===== src/rtl/circular_deque_top_assert.svh =====
// ----------------------------------------------------------------------------
// circular_deque_top_assert.svh
// Assertion macros for the circular deque. Each macro expects clk and rst
// in scope and disables the check while rst is high.
// ----------------------------------------------------------------------------
`ifndef CIRCULAR_DEQUE_TOP_ASSERT_SVH
`define CIRCULAR_DEQUE_TOP_ASSERT_SVH

// Check that cons holds in the same cycle as ante.
`define CDQ_ASSERT_SAME(lbl, ante, cons, msg) \
  lbl: assert property (@(posedge clk) disable iff (rst) (ante) |-> (cons)) \
    else $error(msg);

// Check that cons holds in the cycle after ante.
`define CDQ_ASSERT_NEXT(lbl, ante, cons, msg) \
  lbl: assert property (@(posedge clk) disable iff (rst) (ante) |=> (cons)) \
    else $error(msg);

`endif


===== src/rtl/cdq_pkg.sv =====
// ----------------------------------------------------------------------------
// cdq_pkg
// Shared widths, codes and controller/datapath interface types for the
// circular deque.
// ----------------------------------------------------------------------------
`default_nettype none

package cdq_pkg;

  // Fixed field widths
  localparam int CAP_W    = 11;
  localparam int CMD_W    = 2;
  localparam int STATUS_W = 2;
  localparam int VALUE_W  = 32;

  // Default sizing
  localparam int DEF_MAX_DEPTH  = 1024;
  localparam int DEF_DATA_WIDTH = 32;

  // Capacity register value after reset
  localparam logic [CAP_W-1:0] CAP_RESET = 11'd1024;

  // Request commands
  localparam logic [CMD_W-1:0] CMD_PUSH_BACK  = 2'd0;
  localparam logic [CMD_W-1:0] CMD_PUSH_FRONT = 2'd1;
  localparam logic [CMD_W-1:0] CMD_POP_BACK   = 2'd2;
  localparam logic [CMD_W-1:0] CMD_POP_FRONT  = 2'd3;

  // Result status codes
  localparam logic [STATUS_W-1:0] ST_PUSHED = 2'd0;
  localparam logic [STATUS_W-1:0] ST_POPPED = 2'd1;
  localparam logic [STATUS_W-1:0] ST_ERROR  = 2'd2;

  // Controller to datapath commands
  typedef struct packed {
    logic exec;        // request taken this cycle
    logic finish_pop;  // read data ready, load pop result
    logic cfg_write;   // capacity write taken this cycle
  } cdq_cmd_t;

  // Datapath to controller status
  typedef struct packed {
    logic is_read;  // current request is a pop that finds data
    logic full;
    logic empty;
  } cdq_stat_t;

endpackage

`default_nettype wire


===== src/rtl/cdq_ctrl.sv =====
// ----------------------------------------------------------------------------
// cdq_ctrl
// Controller for the circular deque: sequences each request, waits in S_READ
// for the registered ring read on a pop, and owns the result valid flag.
// ----------------------------------------------------------------------------
`default_nettype none

module cdq_ctrl import cdq_pkg::*; (
  input  wire logic      clk,
  input  wire logic      rst,
  input  wire logic      in_valid,
  output logic           in_ready,
  output logic           out_valid,
  input  wire logic      out_ready,
  input  wire logic      cfg_valid,
  output logic           cfg_ready,
  input  wire cdq_stat_t stat,
  output cdq_cmd_t       cmd
);

  localparam logic [0:0] S_IDLE = 1'b0;
  localparam logic [0:0] S_READ = 1'b1;

  logic [0:0] state;
  logic [0:0] state_next;
  logic       out_valid_next;

  // Handshakes and commands
  always_comb begin
    in_ready       = (state == S_IDLE) && (!out_valid || out_ready);
    cfg_ready      = (state == S_IDLE);
    cmd.exec       = in_valid && in_ready;
    cmd.finish_pop = (state == S_READ);
    cmd.cfg_write  = cfg_valid && cfg_ready;
  end

  // Next state and result valid
  always_comb begin
    state_next     = state;
    out_valid_next = out_valid && !out_ready;
    unique case (state)
      S_IDLE: begin
        if (cmd.exec) begin
          if (stat.is_read) begin
            state_next = S_READ;
          end else begin
            out_valid_next = 1'b1;
          end
        end
      end
      S_READ: begin
        out_valid_next = 1'b1;
        state_next     = S_IDLE;
      end
      default: begin
        state_next = S_IDLE;
      end
    endcase
  end

  always_ff @(posedge clk) begin
    if (rst) begin
      state     <= S_IDLE;
      out_valid <= 1'b0;
    end else begin
      state     <= state_next;
      out_valid <= out_valid_next;
    end
  end

endmodule

`default_nettype wire


===== config.mk =====
export PLATFORM = sky130hd
export DESIGN_NAME = cdq_ctrl
export DESIGN_NICKNAME = d
export VERILOG_FILES = /design/src/rtl/circular_deque_top_assert.svh /design/src/rtl/cdq_pkg.sv /design/src/rtl/cdq_ctrl.sv
export SDC_FILE = /design/constraint.sdc
export NUM_CORES = 1
export LEC_CHECK = 0
export BUFFER_PORTS_ARGS = -buffer_cell sky130_fd_sc_hd__buf_4
export CAP_MARGIN = 0
export CORE_AREA = 2 2 39 41
export CTS_BUF_LIST = sky130_fd_sc_hd__clkbuf_4 sky130_fd_sc_hd__clkbuf_8
export DETAILED_ROUTE_END_ITERATION = 12
export DIE_AREA = 0 0 41 43
export PLACE_DENSITY = 0.3
export REMOVE_ABC_BUFFERS = 1
export SYNTH_ARGS = -nofsm -noshare
export SYNTH_HDL_FRONTEND = slang
export SYNTH_SLANG_ARGS = --single-unit

===== constraint.sdc =====
create_clock -name clk -period 2.3 [get_ports clk]
set_input_delay 0.115 -clock clk [delete_from_list [all_inputs] [get_ports clk]]
set_output_delay 0.115 -clock clk [all_outputs]
set_load 0.02 [all_outputs]

=== Word level (Yosys, flattened, before mapping) ===
Cells that the tools add are included.

* Register bits: 2
* Bits of input ports: 8
* Output and inout bits: 6

* Muxes and demuxes: 6
* Bitwise operators: 1
* Reduce and logical (&&, ||, !) cells: 7

{| class="wikitable"
|+ Operators by type and width
! operator !! count
|-
| logical AND 1 bit || 4
|-
| two-way mux 1 bit || 4
|-
| one-hot mux 1 bit (2 select lines) || 2
|-
| zero test 1 bit || 2
|-
| logical OR 1 bit || 1
|-
| NOT 1 bit || 1
|}

=== Logic depth before layout (Yosys ltp) ===
Gate-level depths: netlist of the first run.

* Depth after elaboration: 6
* Mapped depth: 2

=== Worst setup path after synthesis of the first run ===
OpenSTA, ideal clock, no wires.

* Path kind: flip-flop to output port
* Start: register out_valid
* End: output port cmd[2] in the netlist's numbering
* Arrival time: 1.037 ns
* Required time: 2.185 ns
* Slack: 1.148 ns
* Cell stages (with the launch flop): 3
* Cells stage by stage: dfxtp_1 nor2b_4 nor3b_1

{| class="wikitable"
|+ RTL lines
! element !! RTL line !! text
|-
| start: declaration || cdq_ctrl.sv:13 || <nowiki>output logic out_valid,</nowiki>
|-
| start signal: assignment || cdq_ctrl.sv:67 || <nowiki>out_valid <= out_valid_next;</nowiki>
|-
| end: declaration || cdq_ctrl.sv:18 || <nowiki>output cdq_cmd_t cmd</nowiki>
|}

==> impl_results.md, run 1 <==
- Dominant combinational cell family by area after synthesis: simple AND/OR/NAND/NOR gates
- Critical hold path startpoint: rst
- Cell-by-cell trace of the critical path: nor2b_4 > nor3b_1 > buf_4
- Max-slew violation total from the final report: 0
- R2r startpoint: out_valid
- Clock network latency to the later pin of the worst-skew pair: 0.22 ns
- Final std cell area, no fill: 240 um2
- Leading cell types by total area after synthesis: dfxtp_1 33%, nor4b_2 12%, nor2b_4 11%
- Run status: completed
- Post-DP HPWL: 282 um
- Fill count: 153
- Total negative slack: 0 ns
- Initial antenna violation count: 0
- Wirelength, routed: 349 um
- Average wire per cell in the routed design: 8.31 um
- Non-filler cells, final: 42
- Most area-hungry cell type in the Yosys netlist: dfxtp_1
- Setup repair after global routing missed its margin: false
- First-pass GRT wire length: 586 um
- Count of TritonRoute iterations in the first routing pass: 1
- Most common cell after layout, fill and taps aside: buf_4
- Kind of end point of the critical path: output pin
- Total standard cell area after synthesis: 123 um2
- Final worst path period share: 48.8%
- Most frequent cells in the layout: 11 x buf_4, 3 x clkbuf_4, 2 x inv_1, 2 x nor2b_1, 2 x dfxtp_1
- Level count of the clock H-tree: 1
- Die outline area: 0.00176 mm2
- Simple-gate portion of the synthesized area: 48.0%
- Number of endpoints failing setup at the final stage: 0
- Start-to-end type of the worst setup path: reg2out
- Data required time of the worst path: 2.18 ns
- Root buffer cell: clkbuf_4
- Distinct cell type count after synthesis: 10
- Maximum capacitance violations: 0
- Setup repair bufs after CTS: 0
- Combined global-route utilization of all metal layers: 5.71%
- Avg Cell Area, Syn: 9.43 um2
- Post-synthesis mux area share: 0%
- Total buffers and inverters traversed by the critical path: 1
- Placed Area: 218 um2
- Number of cells after detailed placement: 39
- Buffer levels on the longest clock path: 2
- Largest net degree at the start of global routing: 8
- Multi-input logic area: 67.6 um2
- Worst clock skew: 0.00145 ns
- Hold WC Path Type: in2reg
- CTS-repair resized insts: 0
- Synth warn: 0
- Cell class contributing the biggest share of worst-path delay: simple AND/OR/NAND/NOR gates
- Via density: 3.33
- Startpoint Class: flip-flop
- FP Rows: 14
- VDD IR-drop max: 0.208 mV
- Total power density per cell area: 629 mW/mm2
- Nets@finish: 36
- Chip width: 41 um
- Core outline area: 0.00138 mm2
- Crit path max-delay cell type: dfxtp_1
- Clock period minus worst slack: 1.12 ns
- TritonCTS clock tree: done
- Final hold vios: 0
- Die height: 43 um
- Slowest stage delay, CP: 0.30 ns
- Hold Slack: 0.146 ns
- Critical path startpoint: out_valid
- Vias: 140
- Top-area cell type share of the netlist area: 32.7%
- Highest achievable clock rate: 891 MHz
- Routability-driven placement congestion ratio: 0.611
- Clock-pin slew on the worst setup and hold paths: 0.03 ns
- Total congestion overflow after global routing: 0
- Number of antenna diodes: 0
- Max-slew headroom: 83.5%
- Transition time at the pin with the least slew margin: 0.247 ns
- Area fraction in compound gates after synthesis: 7.14%
- Synth Register Bits: 2
- Initial core utilization: 8.86%
- Leak pwr: 0.109 nW
- Endpoint arrival time on the critical path: 1.01 ns
- Count of buffers from port buffering: 11
- Synthesized-area fraction occupied by xor and xnor cells: 0%
- Number of instances in the synthesized netlist: 13
- Post-route DRC: 0
- DRT antenna net count: 0
- Clock buffers created by TritonCTS: 3
- Maximum fanout along the worst path: 4
- Adder-cell share of the synthesized area: 0%
- Relative area change from synthesis to final layout: 95.9%
- Fraction of final layout cells with drive strength greater than 1: 61.5%
- Number of global-route vias before repair: 149
- Power, Total: 0.000151 W
- 1st-iter DRT viols: 0
- Total area of sequential cells: 40.0 um2
- Clock Sink Count: 2
- Count of hold-fix buffers inserted at cts: 0
- Sequential element share of the synthesized area: 32.7%
- I/O Pins: 14
per-layer routing:
metal | wire [um] | vias up | GRT usage, %
met5 | 0 | - | 0
met4 | 0 | 0 | 0
met3 | 81 | 0 | 9.42
met2 | 108 | 14 | 6.25
met1 | 158 | 58 | 6.05
li1 | - | 68 | -
cells in the mapped netlist:
library cell  count
nor3b_1           1
nor2b_1           2
dfxtp_1           2
nand2b_1          1
buf_4             1
o31a_1            1
inv_1             2
nor2_1            1
nor4b_2           1
nor2b_4           1
flip-flops by register name (all words and copies together) (netlist names):
register / count
out_valid: 1
state: 1
cell type report:
type / count / share of cell area (%)
flip-flops and latches: 2 / 16.7
multi-input cells: 8 / 28.1
inverters: 2 / 3.13
well taps: 16 / 8.33
clock buffers: 3 / 9.38
repair buffers: 11 / 34.4
tightest hold or removal path: cells and delay by family:
family                 cells  cell delay (ns)
AOI/OAI and AO/OA          1             0.09
buffers and inverters      2             0.11
where the power goes:
| group | leakage (nW) | switching [W] | internal, W |
|---|---|---|---|
| clock network | 0.0138 | 0.0000187 | 0.0000575 |
| registers | 0.0165 | 0.00000205 | 0.0000370 |
| logic | 0.0790 | 0.0000167 | 0.0000191 |
| total | 0.109 | 0.0000375 | 0.000114 |
stage by stage:
step | utilization [%] | worst slack (ns)
global placement | 15.7 | 1.42
finish | 17.4 | 1.18
CTS | 17.4 | 1.16
floorplan | - | 1.15
detailed placement | 15.7 | 1.41
global route | 17.4 | 1.11
cell families after synthesis:
group                  count (synthesis)
AO/OA/AOI/OAI                          1
buffers and inverters                  3
flip-flops                             2
AND/OR/NAND/NOR                        7
final timing paths:
| check | slack (ns) | endpoint | cells past startpoint |
|---|---|---|---|
| setup / recovery | 1.18 | cmd[2] | 3 |
| hold / removal | 0.15 | out_valid | 3 |
| setup reg to reg | 1.49 | out_valid | 2 |
| hold reg to reg | 0.57 | state | 1 |
Power figures use the tool's default switching activity.
==> run 2, diff against run 1 <==
--- a/config.mk
+++ b/config.mk
@@ -5,6 +5,7 @@
 export SDC_FILE = /design/constraint.sdc
 export NUM_CORES = 1
 export LEC_CHECK = 0
+export ABC_AREA = 1
 export BUFFER_PORTS_ARGS = -buffer_cell sky130_fd_sc_hd__buf_4
 export CAP_MARGIN = 0
 export CORE_AREA = 2 2 39 41
==> constraint.sdc (replaced) <==
create_clock -name clk -period 1.2 [get_ports clk]
set_input_delay 0.06 -clock clk [delete_from_list [all_inputs] [get_ports clk]]
set_output_delay 0.06 -clock clk [all_outputs]
set_load 0.02 [all_outputs]
==> impl_results.md, run 2 <==
- Run status: completed
- Leading cell types by total area after synthesis: dfxtp_1 32%, inv_1 21%, nand2_2 10%
- Via density: 2.96
- EDFF count, synth: 0
- Leak pwr: 0.145 nW
- Vias: 145
- Largest net degree at the start of global routing: 4
- Sequential element share of the synthesized area: 32.3%
- TritonCTS clock tree: done
- Initial core utilization: 8.95%
- Setup repair after global routing missed its margin: false
- Nets@finish: 43
- Fraction of final layout cells with drive strength greater than 1: 54.5%
- Final hold vios: 0
- Fill count: 172
- Startpoint Class: flip-flop
- Most frequent cells in the layout: 11 x buf_4, 7 x inv_1, 3 x nand2_1, 3 x clkbuf_4
- Logic depth of the worst path, buffers included: 4
- Hold WC Path Type: in2reg
- Combined global-route utilization of all metal layers: 4.80%
- Cell-by-cell trace of the critical path: inv_2 > nand2_2 > nor2_1 > buf_4
- Power, Total: 0.000291 W
- Depth of the worst register-to-register path: 4
- Most common cell after layout, fill and taps aside: buf_4
- Chip width: 41 um
- Kind of end point of the critical path: output pin
- Total standard cell area after synthesis: 124 um2
- Proportion of register bits with asynchronous set or reset after synthesis: 0%
- Most area-hungry cell type in the Yosys netlist: dfxtp_1
- DRT antenna net count: 0
- Setup slack of the worst register-to-register path: 0.54 ns
- Top-area cell type share of the netlist area: 32.3%
- Synth warn: 0
- FP Rows: 14
- Clock buffers created by TritonCTS: 3
- Synth Register Bits: 2
- Crit path max-delay cell type: dfxtp_1
- Clock-pin slew on the worst setup and hold paths: 0.03 ns
- Root buffer cell: clkbuf_4
- Worst Hold Endpoint: out_valid
- Clock period minus worst slack: 0.985 ns
- Number of instances in the synthesized netlist: 20
- Final Core Density: 17.5%
- Total negative slack: 0 ns
- 1st-iter DRT viols: 1
- Die outline area: 0.00176 mm2
- Total buffers and inverters traversed by the critical path: 2
- Count of hold-fix buffers inserted at cts: 0
- Die height: 43 um
- Top Registers: out_valid x1, state x1
- Wirelength, routed: 311 um
- I/O Pins: 14
- Total power density per cell area: 1210 mW/mm2
- Relative area change from synthesis to final layout: 94.9%
- Average wire per cell in the routed design: 6.35 um
- Worst clock skew: 0.00145 ns
- Max-slew violation total from the final report: 0
- Highest achievable clock rate: 1010 MHz
- Total congestion overflow after global routing: 0
- First-pass GRT wire length: 496 um
- Reg2Reg Capture Point: out_valid
- Post-route DRC: 0
- Number of antenna diodes: 0
- Start-to-end type of the worst setup path: reg2out
- Slowest stage delay, CP: 0.32 ns
- Post-DP HPWL: 254 um
- Max-slew headroom: 92.1%
- Setup repair bufs after CTS: 0
- Initial antenna violation count: 0
- Data required time of the worst path: 1.14 ns
- Cell class contributing the biggest share of worst-path delay: flip-flops
- CTS-repair resized insts: 0
- Final worst path period share: 82.1%
- Instance count along the most critical hold path: 4
- Hold Slack: 0.0794 ns
- Transition time at the pin with the least slew margin: 0.118 ns
- Core outline area: 0.00138 mm2
- Critical hold path startpoint: rst
- Maximum fanout along the worst path: 3
- Clock network latency to the later pin of the worst-skew pair: 0.22 ns
- Endpoint arrival time on the critical path: 0.93 ns
- Placed Area: 219 um2
- Clock Sink Count: 2
- Avg Cell Area, Syn: 6.19 um2
- Distinct cell type count after synthesis: 9
- Buffer levels on the longest clock path: 2
- Count of TritonRoute iterations in the first routing pass: 2
- R2r startpoint: state
- VDD IR-drop max: 0.233 mV
- Routability-driven placement congestion ratio: 0.660
- Leading post-synthesis cells by instance count: 7 x inv_1, 3 x nand2_1, 2 x dfxtp_1, 2 x nand2_2, 2 x nor2_1
- Final std cell area, no fill: 241 um2
- Number of global-route vias before repair: 148
- Level count of the clock H-tree: 1
- Main synth FF type: dfxtp_1
- Maximum capacitance violations: 0
- Count of buffers from port buffering: 11
- Cell with the most instances after synthesis: inv_1
- Number of endpoints failing setup at the final stage: 0
==> run 2: cell types whose count changed after synthesis, sizes merged <==
cell	delta
nor2b	-3
nor3	+1
nand2b	-1
nor4b	-1
nor3b	-1
nand2	+5
inv	+6
nor2	+1
o31a	-1
nand3	+1
==> run 2: cells by family (layout without fill, tap and decap cells) <==
| logic type | after synthesis | count (layout) | share of synthesized area [%] |
|---|---|---|---|
| flip-flops | 2 | 2 | 32.3 |
| AND/OR/NAND/NOR | 9 | 9 | 37.4 |
| buffers and inverters | 9 | 22 | 30.3 |
==> run 2: worst reg2reg max path, cell delays in order, from the launching register on <==
cell	delay, ns
dfxtp_1	0.32
inv_2	0.08
nand3_1	0.08
nand2_1	0.06
inv_1	0.03
==> run 2: report_power, final <==
group	internal [W]	switching [W]
clock network	0.000110	0.0000377
logic	0.0000333	0.0000362
registers	0.0000710	0.00000257
total	0.000215	0.0000765
==> run 2: area by class of cell <==
class,count,area [um2],area share (%)
Sequential cell,2,40.0,16.6
Timing Repair Buffer,11,82.6,34.2
Tap cell,16,20.0,8.29
Clock buffer,3,22.5,9.33
Multi-Input combinational cell,9,46.3,19.2
Inverter,8,30.0,12.4
==> run 2: routing by layer <==
metal | track usage [%] | wire [um]
met5 | 0 | 0
met4 | 8.00 | 0
met3 | 1.57 | 34
met2 | 5.00 | 131
met1 | 5.41 | 146
==> run 2: worst max path at each step <==
stage,to,start
6_report,cmd[2],state
5_1_grt,cmd[2],state
4_1_cts,cmd[2],state
3_5_place_dp,cmd[2],state
3_3_place_gp,cmd[2],state
2_1_floorplan,cmd[2],state
==> run 2: through the flow <==
stage	instances	setup slack (ns)
2_1_floorplan	19	0.248
3_3_place_gp	46	0.448
3_5_place_dp	46	0.440
4_1_cts	49	0.181
5_1_grt	49	0.140
6_report	49	0.215
==> run 3, diff against run 2 <==
--- a/config.mk
+++ b/config.mk
@@ -5,7 +5,7 @@
 export SDC_FILE = /design/constraint.sdc
 export NUM_CORES = 1
 export LEC_CHECK = 0
-export ABC_AREA = 1
+export ABC_AREA = 0
 export BUFFER_PORTS_ARGS = -buffer_cell sky130_fd_sc_hd__buf_4
 export CAP_MARGIN = 0
 export CORE_AREA = 2 2 39 41
==> constraint.sdc (replaced) <==
create_clock -name clk -period 1 [get_ports clk]
set_input_delay 0.05 -clock clk [delete_from_list [all_inputs] [get_ports clk]]
set_output_delay 0.05 -clock clk [all_outputs]
set_load 0.02 [all_outputs]
==> impl_results.md, run 3 (synthesized netlist as in run 1, its figures left out) <==
- Maximum fanout along the worst path: 3
- Buffer levels on the longest clock path: 2
- Total area of sequential cells: 42.5 um2
- Post-route DRC: 0
- Final worst path period share: 102%
- Final Core Density: 18.4%
- Hold WC Path Type: in2reg
- Initial core utilization: 8.86%
- Transition time at the pin with the least slew margin: 0.172 ns
- Clock-pin slew on the worst setup and hold paths: 0.03 ns
- Total negative slack: -0.0201 ns
- Final hold vios: 0
- Root buffer cell: clkbuf_4
- Number of cells after detailed placement: 39
- VDD IR-drop max: 0.489 mV
- Die height: 43 um
- Count of buffers from port buffering: 11
- I/O Pins: 14
- Instance count along the most critical hold path: 3
- Max-slew violation total from the final report: 0
- Number of global-route vias before repair: 155
- Clock network latency to the later pin of the worst-skew pair: 0.22 ns
- Failing checks: setup timing
- Post-DP HPWL: 282 um
- Clock Sink Count: 2
- Worst clock skew: 0.000746 ns
- Highest achievable clock rate: 980 MHz
- Most common cell after layout, fill and taps aside: buf_4
- Kind of end point of the critical path: output pin
- Max-slew headroom: 88.5%
- Average wire per cell in the routed design: 8.51 um
- Endpoint arrival time on the critical path: 0.97 ns
- Wirelength, routed: 366 um
- Maximum capacitance violations: 0
- Count of hold-fix buffers inserted at cts: 0
- Startpoint Class: flip-flop
- Placement-stage worst setup slack: 0.179 ns
- 1st-iter DRT viols: 0
- Core outline area: 0.00138 mm2
- Total power density per cell area: 1390 mW/mm2
- Power, Total: 0.000354 W
- FP Rows: 14
- Count of TritonRoute iterations in the first routing pass: 1
- Nets@finish: 37
- Final worst slack: -0.0201 ns
- Top Registers: out_valid x1, state x1
- Number of antenna diodes: 0
- Chip width: 41 um
- Depth of the worst register-to-register path: 3
- Routability-driven placement congestion ratio: 0.611
- Vias: 144
- Data required time of the worst path: 0.95 ns
- Number of endpoints failing setup at the final stage: 1
- Non-filler cells, final: 43
- Multi-input logic area: 72.6 um2
- DRT antenna net count: 0
- Relative area change from synthesis to final layout: 108%
- First-pass GRT wire length: 634 um
- Run status: finished, violations left
- Setup repair after global routing missed its margin: true
- Clock period minus worst slack: 1.02 ns
- Start-to-end type of the worst setup path: reg2out
- Leak pwr: 0.119 nW
- Fraction of final layout cells with drive strength greater than 1: 74.1%
- TritonCTS clock tree: done
- Total congestion overflow after global routing: 0
- Most frequent cells in the layout: 12 x buf_4, 3 x clkbuf_4, 2 x inv_1, 2 x nor2b_1, 2 x dfxtp_2
- Die outline area: 0.00176 mm2
- Initial antenna violation count: 0
- Via density: 3.35
- Combined global-route utilization of all metal layers: 6.21%
- Largest net degree at the start of global routing: 8
- Fill count: 156
- Clock buffers created by TritonCTS: 3
- Level count of the clock H-tree: 1
-- run 3: what timing repair did --
| action | CTS | global route |
|---|---|---|
| pin swaps | 0 | 1 |
| endpoints found under the setup margin | 2 | 4 |
| buffers inserted | 1 | 0 |
| resized for setup | 1 | 2 |
| hold endpoints to repair | 0 | 0 |
-- run 3: per-stage QoR --
step                instance area (um2)  hold slack, ns
global route                        255          0.0699
detailed placement                  218           0.307
floorplan                           115           0.201
CTS                                 253          0.0753
global placement                    218           0.307
finish                              255          0.0724
-- run 3: final timing paths --
kind / startpoint / endpoint / slack (ns)
min: rst / out_valid / 0.07
max: out_valid / cmd[2] / -0.02
max reg2reg: out_valid / out_valid / 0.06
min reg2reg: state / state / 0.50
-- run 3: cell type report --
cell class	count	share of cell area, %
repair buffers	12	35.3
multi-input cells	8	28.4
flip-flops and latches	2	16.7
clock buffers	3	8.82
well taps	16	7.84
inverters	2	2.94
-- run 3: power breakdown --
group | total (W) | switching, W | leakage (nW) | internal (W)
Combinational | 0.0000866 | 0.0000395 | 0.0876 | 0.0000471
Sequential | 0.0000911 | 0.00000501 | 0.0172 | 0.0000861
Clock | 0.000176 | 0.0000440 | 0.0138 | 0.000132
-- run 3: routing by layer --
| layer | track usage, % | wire, um | vias up |
|---|---|---|---|
| met2 | 6.88 | 114 | 14 |
| met5 | 0 | 0 | - |
| met3 | 9.42 | 81 | 0 |
| li1 | - | - | 70 |
| met4 | 0 | 0 | 0 |
| met1 | 7.01 | 170 | 60 |
-- run 3: worst max-delay path: stages, from the launching register on --
cell and delay (ns):
dfxtp_2 0.31, nor2b_4 0.13, nor3b_2 0.15, buf_4 0.16
